===== src/sv/rlbd_pkg.sv =====
// shared types, control store and field helpers for the ladder keypad decoder
package rlbd_pkg;

   localparam int NUM_BUTTONS_DEF = 4;
   localparam int PC_W = 3;
   localparam int CSR_IDX_W = 3;
   localparam int CSR_DATA_W = 64;

   localparam logic [CSR_IDX_W-1:0] REG_MARGIN   = 3'd0;
   localparam logic [CSR_IDX_W-1:0] REG_DEBOUNCE = 3'd1;
   localparam logic [CSR_IDX_W-1:0] REG_COUNT    = 3'd2;
   localparam logic [CSR_IDX_W-1:0] REG_LEVELS   = 3'd3;
   localparam logic [CSR_IDX_W-1:0] REG_HOLDS    = 3'd4;
   localparam logic [CSR_IDX_W-1:0] REG_REPEATS  = 3'd5;

   // step addresses of the control program
   localparam logic [PC_W-1:0] STEP_LOAD = 3'd0;
   localparam logic [PC_W-1:0] STEP_GATE = 3'd1;
   localparam logic [PC_W-1:0] STEP_SCAN = 3'd2;
   localparam logic [PC_W-1:0] STEP_TEST = 3'd3;
   localparam logic [PC_W-1:0] STEP_HIT  = 3'd4;
   localparam logic [PC_W-1:0] STEP_EMIT = 3'd5;

   typedef enum logic [2:0] {
      COND_NEVER,
      COND_NO_REQ,
      COND_GATE_CLOSED,
      COND_SCAN_DONE,
      COND_MATCH,
      COND_OUT_BUSY
   } cond_type;

   typedef enum logic [2:0] {
      OP_NONE,
      OP_LOAD,
      OP_SAMPLE,
      OP_CLEAR,
      OP_EVENT,
      OP_EMIT
   } op_type;

   typedef enum logic [1:0] {
      EV_NONE,
      EV_CLICK,
      EV_HOLD,
      EV_REPEAT
   } event_type;

   // op fires only when the jump is not taken
   typedef struct packed {
      cond_type         cond;
      logic [PC_W-1:0]  jump_pc;
      logic [PC_W-1:0]  next_pc;
      op_type           op;
   } uword_type;

   typedef struct packed {
      logic gate_closed;
      logic scan_done;
      logic match;
      logic out_busy;
   } status_type;

   typedef struct packed {
      op_type op;
   } ctl_type;

   typedef struct packed {
      logic [7:0]  margin;
      logic [7:0]  debounce_ms;
      logic [2:0]  button_count;
      logic [39:0] ladder_levels;
      logic [63:0] hold_durations;
      logic [63:0] repeat_intervals;
   } cfg_type;

   function automatic uword_type ucode(input logic [PC_W-1:0] pc);
      uword_type w;
      begin
         case (pc)
            STEP_LOAD: w = '{COND_NO_REQ,      STEP_LOAD, STEP_GATE, OP_LOAD};
            STEP_GATE: w = '{COND_GATE_CLOSED, STEP_EMIT, STEP_SCAN, OP_SAMPLE};
            STEP_SCAN: w = '{COND_SCAN_DONE,   STEP_EMIT, STEP_TEST, OP_NONE};
            STEP_TEST: w = '{COND_MATCH,       STEP_HIT,  STEP_SCAN, OP_CLEAR};
            STEP_HIT:  w = '{COND_NEVER,       STEP_EMIT, STEP_EMIT, OP_EVENT};
            STEP_EMIT: w = '{COND_OUT_BUSY,    STEP_EMIT, STEP_LOAD, OP_EMIT};
            default:   w = '{COND_NEVER,       STEP_LOAD, STEP_LOAD, OP_NONE};
         endcase
         return w;
      end
   endfunction

   function automatic logic [9:0] level_of(input logic [39:0] w, input logic [1:0] i);
      return w[i*10 +: 10];
   endfunction

   function automatic logic [15:0] ms_of(input logic [63:0] w, input logic [1:0] i);
      return w[i*16 +: 16];
   endfunction

endpackage


===== src/sv/rlbd_seq.sv =====
// control store sequencer: step counter, condition select and conditional jumps
module rlbd_seq
   import rlbd_pkg::*;
(
   input  logic       clock,
   input  logic       reset,
   input  logic       req_tvalid,
   input  status_type status,
   output logic       req_tready,
   output ctl_type    ctl
);

   logic [PC_W-1:0] pc_ff;
   logic [PC_W-1:0] pc_in;
   uword_type       word;
   logic            taken;

   assign word = ucode(pc_ff);

   always_comb begin
      case (word.cond)
         COND_NEVER:       taken = 1'b0;
         COND_NO_REQ:      taken = !req_tvalid;
         COND_GATE_CLOSED: taken = status.gate_closed;
         COND_SCAN_DONE:   taken = status.scan_done;
         COND_MATCH:       taken = status.match;
         COND_OUT_BUSY:    taken = status.out_busy;
         default:          taken = 1'b0;
      endcase
   end

   assign pc_in      = taken ? word.jump_pc : word.next_pc;
   assign ctl.op     = taken ? OP_NONE : word.op;
   assign req_tready = (word.cond == COND_NO_REQ);

   always_ff @(posedge clock) begin
      if (reset) begin
         pc_ff <= STEP_LOAD;
      end else begin
         pc_ff <= pc_in;
      end
   end

endmodule


===== src/sv/rlbd_dp.sv =====
// datapath: item registers, scan index, button flags, timestamps, result register
module rlbd_dp
   import rlbd_pkg::*;
#(
   parameter int NUM_BUTTONS = NUM_BUTTONS_DEF
)(
   input  logic        clock,
   input  logic        reset,
   input  ctl_type     ctl,
   input  cfg_type     cfg,
   input  logic [31:0] req_now_ms,
   input  logic [9:0]  req_reading,
   input  logic        rsp_tready,
   output status_type  status,
   output logic        rsp_valid,
   output logic        rsp_sampled,
   output logic [1:0]  rsp_event_res,
   output logic [1:0]  rsp_button_index
);

   localparam int CNT_W = $clog2(NUM_BUTTONS + 1);

   logic [31:0]            now_ff;
   logic [9:0]             reading_ff;
   logic [CNT_W-1:0]       scan_idx_ff, scan_idx_in;
   logic [NUM_BUTTONS-1:0] clicked_ff, clicked_in;
   logic [NUM_BUTTONS-1:0] held_ff, held_in;
   logic [31:0]            last_event_ff, last_event_in;
   logic [31:0]            last_match_ff, last_match_in;
   logic                   sampled_ff, sampled_in;
   event_type              event_ff, event_in;
   logic [1:0]             bidx_ff, bidx_in;
   logic                   rsp_valid_ff, rsp_valid_in;
   logic                   rsp_sampled_ff;
   event_type              rsp_event_ff;
   logic [1:0]             rsp_bidx_ff;

   logic [1:0]  sel;
   logic [2:0]  count_sat;
   logic [9:0]  level;
   logic [10:0] low_side;
   logic [10:0] high_side;
   logic [31:0] since;
   logic        cur_clicked;
   logic        cur_held;

   assign sel       = 2'(scan_idx_ff);
   assign count_sat = (cfg.button_count > 3'(NUM_BUTTONS)) ? 3'(NUM_BUTTONS)
                                                           : cfg.button_count;
   assign level     = level_of(cfg.ladder_levels, sel);
   assign low_side  = {1'b0, reading_ff} + {3'b000, cfg.margin};
   assign high_side = {1'b0, level} + {3'b000, cfg.margin};
   assign since     = now_ff - last_event_ff;

   always_comb begin
      cur_clicked = 1'b0;
      cur_held    = 1'b0;
      for (int b = 0; b < NUM_BUTTONS; b++) begin
         if (scan_idx_ff == CNT_W'(b)) begin
            cur_clicked = clicked_ff[b];
            cur_held    = held_ff[b];
         end
      end
   end

   assign status.gate_closed = (now_ff - last_match_ff) <= {24'd0, cfg.debounce_ms};
   assign status.scan_done   = 3'(scan_idx_ff) >= count_sat;
   assign status.match       = (low_side >= {1'b0, level}) && ({1'b0, reading_ff} <= high_side);
   assign status.out_busy    = rsp_valid_ff && !rsp_tready;

   always_comb begin
      scan_idx_in   = scan_idx_ff;
      clicked_in    = clicked_ff;
      held_in       = held_ff;
      last_event_in = last_event_ff;
      last_match_in = last_match_ff;
      sampled_in    = sampled_ff;
      event_in      = event_ff;
      bidx_in       = bidx_ff;
      rsp_valid_in  = rsp_valid_ff && !rsp_tready;
      case (ctl.op)
         OP_LOAD: begin
            scan_idx_in = '0;
            sampled_in  = 1'b0;
            event_in    = EV_NONE;
            bidx_in     = 2'd0;
         end
         OP_SAMPLE: begin
            sampled_in = 1'b1;
         end
         OP_CLEAR: begin
            for (int b = 0; b < NUM_BUTTONS; b++) begin
               if (scan_idx_ff == CNT_W'(b)) begin
                  clicked_in[b] = 1'b0;
                  held_in[b]    = 1'b0;
               end
            end
            scan_idx_in = scan_idx_ff + CNT_W'(1);
         end
         OP_EVENT: begin
            bidx_in       = sel;
            last_match_in = now_ff;
            for (int b = 0; b < NUM_BUTTONS; b++) begin
               if (scan_idx_ff == CNT_W'(b)) begin
                  if (!cur_clicked) begin
                     clicked_in[b] = 1'b1;
                     last_event_in = now_ff;
                     event_in      = EV_CLICK;
                  end else if (cur_held) begin
                     if (since > {16'd0, ms_of(cfg.repeat_intervals, sel)}) begin
                        last_event_in = now_ff;
                        event_in      = EV_REPEAT;
                     end
                  end else if (since > {16'd0, ms_of(cfg.hold_durations, sel)}) begin
                     held_in[b]    = 1'b1;
                     last_event_in = now_ff;
                     event_in      = EV_HOLD;
                  end
               end
            end
         end
         OP_EMIT: begin
            rsp_valid_in = 1'b1;
         end
         default: begin
         end
      endcase
   end

   always_ff @(posedge clock) begin
      if (reset) begin
         clicked_ff    <= '0;
         held_ff       <= '0;
         last_event_ff <= '0;
         last_match_ff <= '0;
         rsp_valid_ff  <= 1'b0;
      end else begin
         clicked_ff    <= clicked_in;
         held_ff       <= held_in;
         last_event_ff <= last_event_in;
         last_match_ff <= last_match_in;
         rsp_valid_ff  <= rsp_valid_in;
      end
   end

   always_ff @(posedge clock) begin
      if (ctl.op == OP_LOAD) begin
         now_ff     <= req_now_ms;
         reading_ff <= req_reading;
      end
      scan_idx_ff <= scan_idx_in;
      sampled_ff  <= sampled_in;
      event_ff    <= event_in;
      bidx_ff     <= bidx_in;
      if (ctl.op == OP_EMIT) begin
         rsp_sampled_ff <= sampled_ff;
         rsp_event_ff   <= event_ff;
         rsp_bidx_ff    <= bidx_ff;
      end
   end

   assign rsp_valid        = rsp_valid_ff;
   assign rsp_sampled      = rsp_sampled_ff;
   assign rsp_event_res    = rsp_event_ff;
   assign rsp_button_index = rsp_bidx_ff;

`ifndef SYNTHESIS
   a_held_needs_click: assert property (@(posedge clock) disable iff (reset)
      (held_ff & ~clicked_ff) == '0)
      else $error("held flag set on a button that is not clicked");

   a_event_needs_sample: assert property (@(posedge clock) disable iff (reset)
      rsp_valid_ff |-> (rsp_event_ff == EV_NONE || rsp_sampled_ff))
      else $error("event reported on an unsampled request");

   a_scan_bound: assert property (@(posedge clock) disable iff (reset)
      ctl.op == OP_CLEAR |-> 3'(scan_idx_ff) < count_sat)
      else $error("scan stepped past the buttons in use");

   a_emit_when_free: assert property (@(posedge clock) disable iff (reset)
      ctl.op == OP_EMIT |-> !(rsp_valid_ff && !rsp_tready))
      else $error("result register overwritten before it was taken");
`endif

endmodule


===== src/sv/resistor_ladder_button_decoder_top.sv =====
// top level of the resistor ladder keypad decoder: csr bank, sequencer and datapath
//
//  channel  dir  handshake              payload
//  req      in   req_tvalid/req_tready  tdata: now_ms[31:0], reading[41:32]
//  rsp      out  rsp_tvalid/rsp_tready  tdata: sampled[0], event_res[2:1], button_index[4:3]
//  csr      in   csr_valid/csr_ready    csr_index, csr_data (register write)
//
// a request runs the steps load, gate and emit when the debounce gate is closed, and else
// load, gate, scan and test for each button in use until one matches, hit on a match, and
// emit; the control program holds a bound check and a compare step per button
// the next request is taken while the previous result still waits in the output register
// reset is synchronous and clears flags, timestamps, registers and the step counter
// csr writes are always accepted
module resistor_ladder_button_decoder_top
   import rlbd_pkg::*;
#(
   parameter int NUM_BUTTONS = NUM_BUTTONS_DEF
)(
   input  logic                  clock,
   input  logic                  reset,
   input  logic                  req_tvalid,
   output logic                  req_tready,
   input  logic [47:0]           req_tdata,   // now_ms[31:0], reading[41:32], zero pad
   output logic                  rsp_tvalid,
   input  logic                  rsp_tready,
   output logic [7:0]            rsp_tdata,   // sampled[0], event_res[2:1], button_index[4:3]
   input  logic                  csr_valid,
   output logic                  csr_ready,
   input  logic [CSR_IDX_W-1:0]  csr_index,
   input  logic [CSR_DATA_W-1:0] csr_data
);

   cfg_type    cfg_ff;
   status_type status;
   ctl_type    ctl;
   logic       rsp_sampled;
   logic [1:0] rsp_event_res;
   logic [1:0] rsp_button_index;

   // register bank, unknown indexes are dropped
   assign csr_ready = 1'b1;

   always_ff @(posedge clock) begin
      if (reset) begin
         cfg_ff <= '0;
      end else if (csr_valid && csr_ready) begin
         case (csr_index)
            REG_MARGIN:   cfg_ff.margin           <= csr_data[7:0];
            REG_DEBOUNCE: cfg_ff.debounce_ms      <= csr_data[7:0];
            REG_COUNT:    cfg_ff.button_count     <= csr_data[2:0];
            REG_LEVELS:   cfg_ff.ladder_levels    <= csr_data[39:0];
            REG_HOLDS:    cfg_ff.hold_durations   <= csr_data;
            REG_REPEATS:  cfg_ff.repeat_intervals <= csr_data;
            default: begin
            end
         endcase
      end
   end

   // step counter and control store
   rlbd_seq u_seq (
      .clock      (clock),
      .reset      (reset),
      .req_tvalid (req_tvalid),
      .status     (status),
      .req_tready (req_tready),
      .ctl        (ctl)
   );

   // scan, compare and event datapath
   rlbd_dp #(
      .NUM_BUTTONS (NUM_BUTTONS)
   ) u_dp (
      .clock            (clock),
      .reset            (reset),
      .ctl              (ctl),
      .cfg              (cfg_ff),
      .req_now_ms       (req_tdata[31:0]),
      .req_reading      (req_tdata[41:32]),
      .rsp_tready       (rsp_tready),
      .status           (status),
      .rsp_valid        (rsp_tvalid),
      .rsp_sampled      (rsp_sampled),
      .rsp_event_res    (rsp_event_res),
      .rsp_button_index (rsp_button_index)
   );

   assign rsp_tdata = {3'b000, rsp_button_index, rsp_event_res, rsp_sampled};

endmodule


===== config.mk =====
export PLATFORM = sky130hd
export DESIGN_NAME = resistor_ladder_button_decoder_top
export DESIGN_NICKNAME = d
export VERILOG_FILES = /design/src/sv/rlbd_pkg.sv /design/src/sv/rlbd_seq.sv /design/src/sv/rlbd_dp.sv /design/src/sv/resistor_ladder_button_decoder_top.sv
export SDC_FILE = /design/constraint.sdc
export NUM_CORES = 1
export LEC_CHECK = 0
export BUFFER_PORTS_ARGS = -buffer_cell sky130_fd_sc_hd__clkbuf_2
export CAP_MARGIN = 30
export CELL_PAD_IN_SITES_DETAIL_PLACEMENT = 1
export CELL_PAD_IN_SITES_GLOBAL_PLACEMENT = 1
export CORE_AREA = 4 4 198 200
export CTS_CLUSTER_SIZE = 24
export DETAILED_ROUTE_END_ITERATION = 6
export DIE_AREA = 0 0 202 204
export PLACE_DENSITY_LB_ADDON = 0.1
export SLEW_MARGIN = 20
export SYNTH_ARGS = -nofsm -noshare
export SYNTH_HDL_FRONTEND = slang
export SYNTH_SLANG_ARGS = --single-unit

===== constraint.sdc =====
create_clock -name clock -period 13.7 [get_ports clock]
set_input_delay 2.055 -clock clock [delete_from_list [all_inputs] [get_ports clock]]
set_output_delay 2.055 -clock clock [all_outputs]
set_load 0.05 [all_outputs]

# Word level (Yosys, flattened, before mapping)
# Cells that the tools add are included.
# Widths: inputs -> output; s select.
# totals
register_bits	318
input_bits	120
# classes
addsub	5
multipliers	1
n_lt_le_gt_ge	7
n_eq_ne	35
shift	3
muxes	76
reduce_logical	25
# ops
operator	count
$mux 32	20
$shiftx 64x7->16	2
$pmux 12 s6	1
$gt 32x16->1	2
$sub 32x32->32	2
$mux 2	20
$shiftx 40x7->10	1
$le 32x8->1	1
$eq 3x2->1 const B	10
$mux 1	25
$eq 3x3->1 const B	8
$reduce_and 6->1	4
$add 10x8->11	2
$ne 2x1->1 const B	10
$pmux 4 s2	2
$reduce_and 4->1	4
$eq 3x1->1 const B	5
$reduce_and 2->1	6
$ge 11x10->1	1
$le 10x11->1	1
$logic_not 3->1	3
$mux 3	3
$pmux 2 s2	2
$reduce_bool 2->1	4
10 further kinds	13

# Logic depth before layout (Yosys ltp)
# logic_depth
word_depth	21
ltp_mapped	22
depth_no_buf	21

# By module
# A second synthesis with hierarchy kept.
# unflattened
hier_cells	2082
area_unflattened_um2	19811.5
# by_module_without_submodules
module	instances	cells_each	area_each_um2
rlbd_dp	1	1350	11877.6
resistor_ladder_button_decoder_top	1	690	7591.0
rlbd_seq	1	42	342.8

# Worst setup path before layout
# OpenSTA, ideal clock, no wires.
# synth_timing
kind	reg2reg
start	reg u_dp.scan_idx_ff[1]
end	reg u_dp.sampled_ff (enable)
setup_ns	0.326
arrival_ns	4.806
required_ns	13.374
slack_ns	8.568
path_stages_with_launch	22
path_buffers	3
period_less_slack_ns	5.132
path_cell_list	edfxtp_1 -> clkbuf_1 -> clkbuf_1 -> clkbuf_1 -> mux4_2 -> ha_1 -> fa_1 -> a21o_1 -> a21oi_1 -> o21ai_0 -> o21a_1 -> o21ai_0 -> nand2b_1 -> xnor2_1 -> ha_1 -> o21ai_0 -> a21oi_1 -> o21a_1 -> o21ai_0 -> a31o_2 -> a41o_1 -> nor4_1
# synth_between
elab_chain_cells	9
elab_cells_between_ends	12
classes_between	1 x add/sub; 1 x mul; 3 x order compare; 2 x eq/ne; 1 x shift; 2 x mux; 2 x reduce/logical
# synth_rtl
element	line_no	source
start: declaration	rlbd_dp.sv:25	logic [CNT_W-1:0] scan_idx_ff, scan_idx_in;
start signal: assignment	rlbd_dp.sv:151	scan_idx_ff <= scan_idx_in;
$mul 2x3->5	rlbd_pkg.sv:94	return w[i*10 +: 10];
$shiftx 40x7->10	rlbd_pkg.sv:94	
$add 10x8->11	rlbd_dp.sv:52	assign high_side = {1'b0, level} + {3'b000, cfg.margin};
$le 10x11->1	rlbd_dp.sv:68	assign status.match = (low_side >= {1'b0, level}) && ({1'b0, reading_ff} <= high_side);
$logic_and 1x1->1	rlbd_dp.sv:68	
$pmux 1 s5 *	rlbd_seq.sv:21	case (word.cond)
$mux 3 *	rlbd_seq.sv:33	assign ctl.op = taken ? OP_NONE : word.op;
$eq 3x2->1 / $eq 3x1->1 (equally long branches)	rlbd_dp.sv:81	case (ctl.op)
$reduce_bool 2->1 (no source line) *	--	
end signal: assignment	rlbd_dp.sv:152	sampled_ff <= sampled_in;
end: declaration	rlbd_dp.sv:30	logic sampled_ff, sampled_in;
# Every way passes the cells marked *; elsewhere a longest branch is shown, timed or not.
# A chain may end at the register's enable or synchronous reset.

# Final worst setup path
# layout_timing
start	reg u_dp.now_ff[0]
end	reg u_dp.sampled_ff (enable)
# layout_between
elab_chain_cells	6
elab_cells_between_ends	7
classes_between	1 x add/sub; 1 x order compare; 2 x eq/ne; 2 x mux; 1 x reduce/logical
# layout_rtl
element	line_no	source
start: declaration	rlbd_dp.sv:23	logic [31:0] now_ff;
start signal: assignment	rlbd_dp.sv:148	now_ff <= req_now_ms;
$sub 32x32->32 *	rlbd_dp.sv:66	assign status.gate_closed = (now_ff - last_match_ff) <= {24'd0, cfg.debounce_ms};
$le 32x8->1 *	rlbd_dp.sv:66	
$pmux 1 s5 *	rlbd_seq.sv:21	
$mux 3 *	rlbd_seq.sv:33	
$eq 3x2->1 / $eq 3x1->1 (equally long branches)	rlbd_dp.sv:81	
$reduce_bool 2->1 (no source line) *	--	
# Marks and branches as above.

==> impl_metrics.csv <==
group,metric,value,unit
run_status,status,"finished clean",
synth,muxShareOfSynthArea,7.63,%
clocking,htree_levels,2,
sta,slew_headroom,34.7,%
sta,max_clock_freq,0.169,GHz
clocking,cts.sinks,318,
finish,nNetsFinal,2574,
finish,fin_area,20900,um2
sta,tns,0,ns
finish,drive_above_1_share,11.5,%
floorplanning,dieArea,41200,um2
route,vias_per_cell,5.80,
place,post_dp_cell_area,19600,um2
route,drt_pass1_iterations,5,
clocking,cts_inserted_buffers,37,
finish,register_area,6920,um2
power_and_ir_drop,irDropWorstVdd,0.0913,mV
sta,skew,0.0151,ns
global_route,grt_pass1_vias,17400,
sta,worst_hold_slack,0.423,ns
sta,grt_setup_unrepaired,"false",
synth,async_reset_ff_share,0,%
setup_path,worstPathRequired,13.99,ns
clocking,clockBufferDepth,3,
route,first_iter_violations,797,
synth,synth_edf_count,55,
clocking,clkSlewWorstSetupHoldPaths,0.06,ns
synth,netlist_area,18600,um2
synth,yosys.area_share.adder,10.2,%
synth,synth_xor_area_share,2.16,%
global_route,grt.overflow.total,0,
sta,final_max_slew_viol_count,0,
synth,yosys.area_share.simple,19.7,%
setup_path,end_kind,"flop",
sta,final.min_clock_period,5.90,ns
floorplanning,fp-row-count,71,
synth,syn_inst,2245,
finish,multiInputGateArea,10700,um2
global_route,grt_max_degree,135,
floorplanning,coreArea,37400,um2
place,dp_hpwl,43400,um
floorplanning,io_pins,131,
synth,yosys_warnings,0,
sta,fin_crit_sh,43.1,%
sta,finalWorstSetupSlack,7.80,ns
sta,tightestPinTransition,0.972,ns
setup_path,start_kind,"flop",
power_and_ir_drop,total_power,3.15,mW
route,ant_nets,0,
clocking,worstSkewPairLatency,0.56,ns
clocking,cts_resized,0,
global_route,grt_pass1_wl,93700,um
finish,final_cell_mix,"nand2_1 (505), a21oi_1 (304), dfxtp_1 (263)",
place,gp_routability_congestion,0.904,
clocking,cts_tree,"built",
clocking,post_cts_buffers,0,
finish,num_antenna_cells,0,
synth,ys_ff_latch,318,
finish,stdcell_count,2844,
route,drc,0,
setup_path,crit_path_max_fanout,5,
synth,yosys.area.top_type,"dfxtp_1",
clocking,cts_root_buf,"clkbuf_16",
synth,ys.flop_type,"dfxtp_1",
place,io_buffers,120,
clocking,holdBufCountCts,0,
synth,synthTopCellsByArea,"dfxtp_1 (28%), nand2_1 (10%), ha_1 (9.8%)",
floorplanning,die_h,204,um
synth,synth.avg_cell_area,8.30,um2
finish,n_fill_cell,4509,
synth,synth.distinct_cells,76,
route,wirelength,59200,um
floorplanning,dieWidth,202,um
finish,area_growth,12.0,%
setup_path,critPathKind,"reg -> reg",
synth,synth_compound_area_share,17.6,%
job,cap_viol_max_count,0,
route,drt-wirelength-per-cell,20.8,um
global_route,grtUsageTotal,28.3,%
finish,mostFrequentLayoutCell,"nand2_1",
hold_path,hp-class,"reg -> reg",
power_and_ir_drop,p_leak,7.54,nW
place,dpl_worst_slack,7.84,ns
floorplanning,initial_utilization,49.8,%
global_route,antenna_found_initial,0,
synth,synth_top_area_share,28.3,%
sta,finalSetupViolations,0,
place,dp_cells,2775,
synth,ys_seq_area_share,37.1,%
finish,postLayoutCoreUtil,55.8,%
setup_path,cp.arrival,6.19,ns
synth,synth_top_family_by_area,"simple AND/OR/NAND/NOR gates",
route,vias,16500,
power_and_ir_drop,powerDensity,151,nW/um2
sta,hold_viol,0,
final cells by class:
| cell class | instances | area share [%] |
|---|---|---|
| Inverter | 142 | 2.56 |
| Timing Repair Buffer | 137 | 3.68 |
| Tap cell | 511 | 3.07 |
| Clock buffer | 53 | 5.37 |
| Clock inverter | 15 | 0.762 |
| Multi-Input combinational cell | 1668 | 51.4 |
| Sequential cell | 318 | 33.2 |
registers in the layout, summed over array words and instances (netlist names), 3 cells and up:
register and count:
cfg_ff 187, u_dp.clicked_ff 4, u_dp.held_ff 4, u_dp.last_event_ff 32, u_dp.last_match_ff 32, u_dp.now_ff 32, u_dp.reading_ff 10, u_dp.scan_idx_ff 3
u_seq.pc_ff 3
routing by layer:
metal	vias up	wire, um	global-route usage (%)	part of all wire [%]
met3	111	1940	4.11	3.3
met4	0	2280	10.2	3.9
met1	8172	23800	32.6	40
li1	7907	-	-	-
met2	300	31100	53.3	53
met5	-	0	0	0
Yosys cell counts, types with 5 or more instances:
library cell    n
or3_1           9
or2_2           6
a31oi_1        14
a21oi_1       305
a2111oi_0       6
o21a_1         24
mux2i_1        43
nor2_1         83
nand2_1       505
and2_1         11
nand4_1        22
xor2_1         13
clkbuf_1      100
ha_1          146
nor3_1         41
mux4_2         42
a41oi_1         7
o21bai_1       10
buf_1           8
a211oi_1       17
edfxtp_1       55
xnor2_1        33
nor4_1         10
dfxtp_1       263
inv_1         142
nor3b_1         5
o21ai_0        65
nand2b_1       76
nor2b_1        27
o31ai_1         8
nand3_1        16
buf_4           5
and3_1          7
a21o_1         28
o211ai_1        9
worst max-delay path: stages, from the launching register on:
cell and delay [ns]:
edfxtp_1 0.46, inv_1 0.15, ha_1 0.18, inv_1 0.06, fa_1 0.48, a211oi_1 0.47
o21bai_1 0.19, a21oi_1 0.21, xnor2_1 0.22, ha_1 0.32, nand4_1 0.11, a21oi_1 0.05
a2111oi_0 0.47, o21ai_0 0.26, or3_1 0.37, nor4_1 0.56, nand4_1 0.21, nor4_1 0.30
a41o_1 0.45, nor4_1 0.11
kinds of logic after synthesis:
logic type,after synthesis
AND/OR/NAND/NOR,828
AO/OA/AOI/OAI,551
flip-flops,318
buffers and inverters,261
adder cells (fa/ha/maj),150
multiplexers,89
XOR/XNOR,46
other,2
power breakdown:
part	switching, mW	leakage, nW	total, mW	internal [mW]
sequential	0.0627	2.65	1.08	1.02
clock	0.418	0.635	1.05	0.627
combinational	0.634	4.25	1.02	0.389
total	1.11	7.54	3.15	2.04
final timing paths:
kind | start | endpoint | slack [ns] | depth (start not counted)
min reg2reg | u_dp.bidx_ff[0] | u_dp.rsp_button_index[0] | 0.42 | 0
max reg2reg | u_dp.now_ff[0] | u_dp.sampled_ff | 7.80 | 19
min | u_dp.bidx_ff[0] | u_dp.rsp_button_index[0] | 0.42 | 0
max | u_dp.now_ff[0] | u_dp.sampled_ff | 7.80 | 19
(Power assumes the default switching activity.)
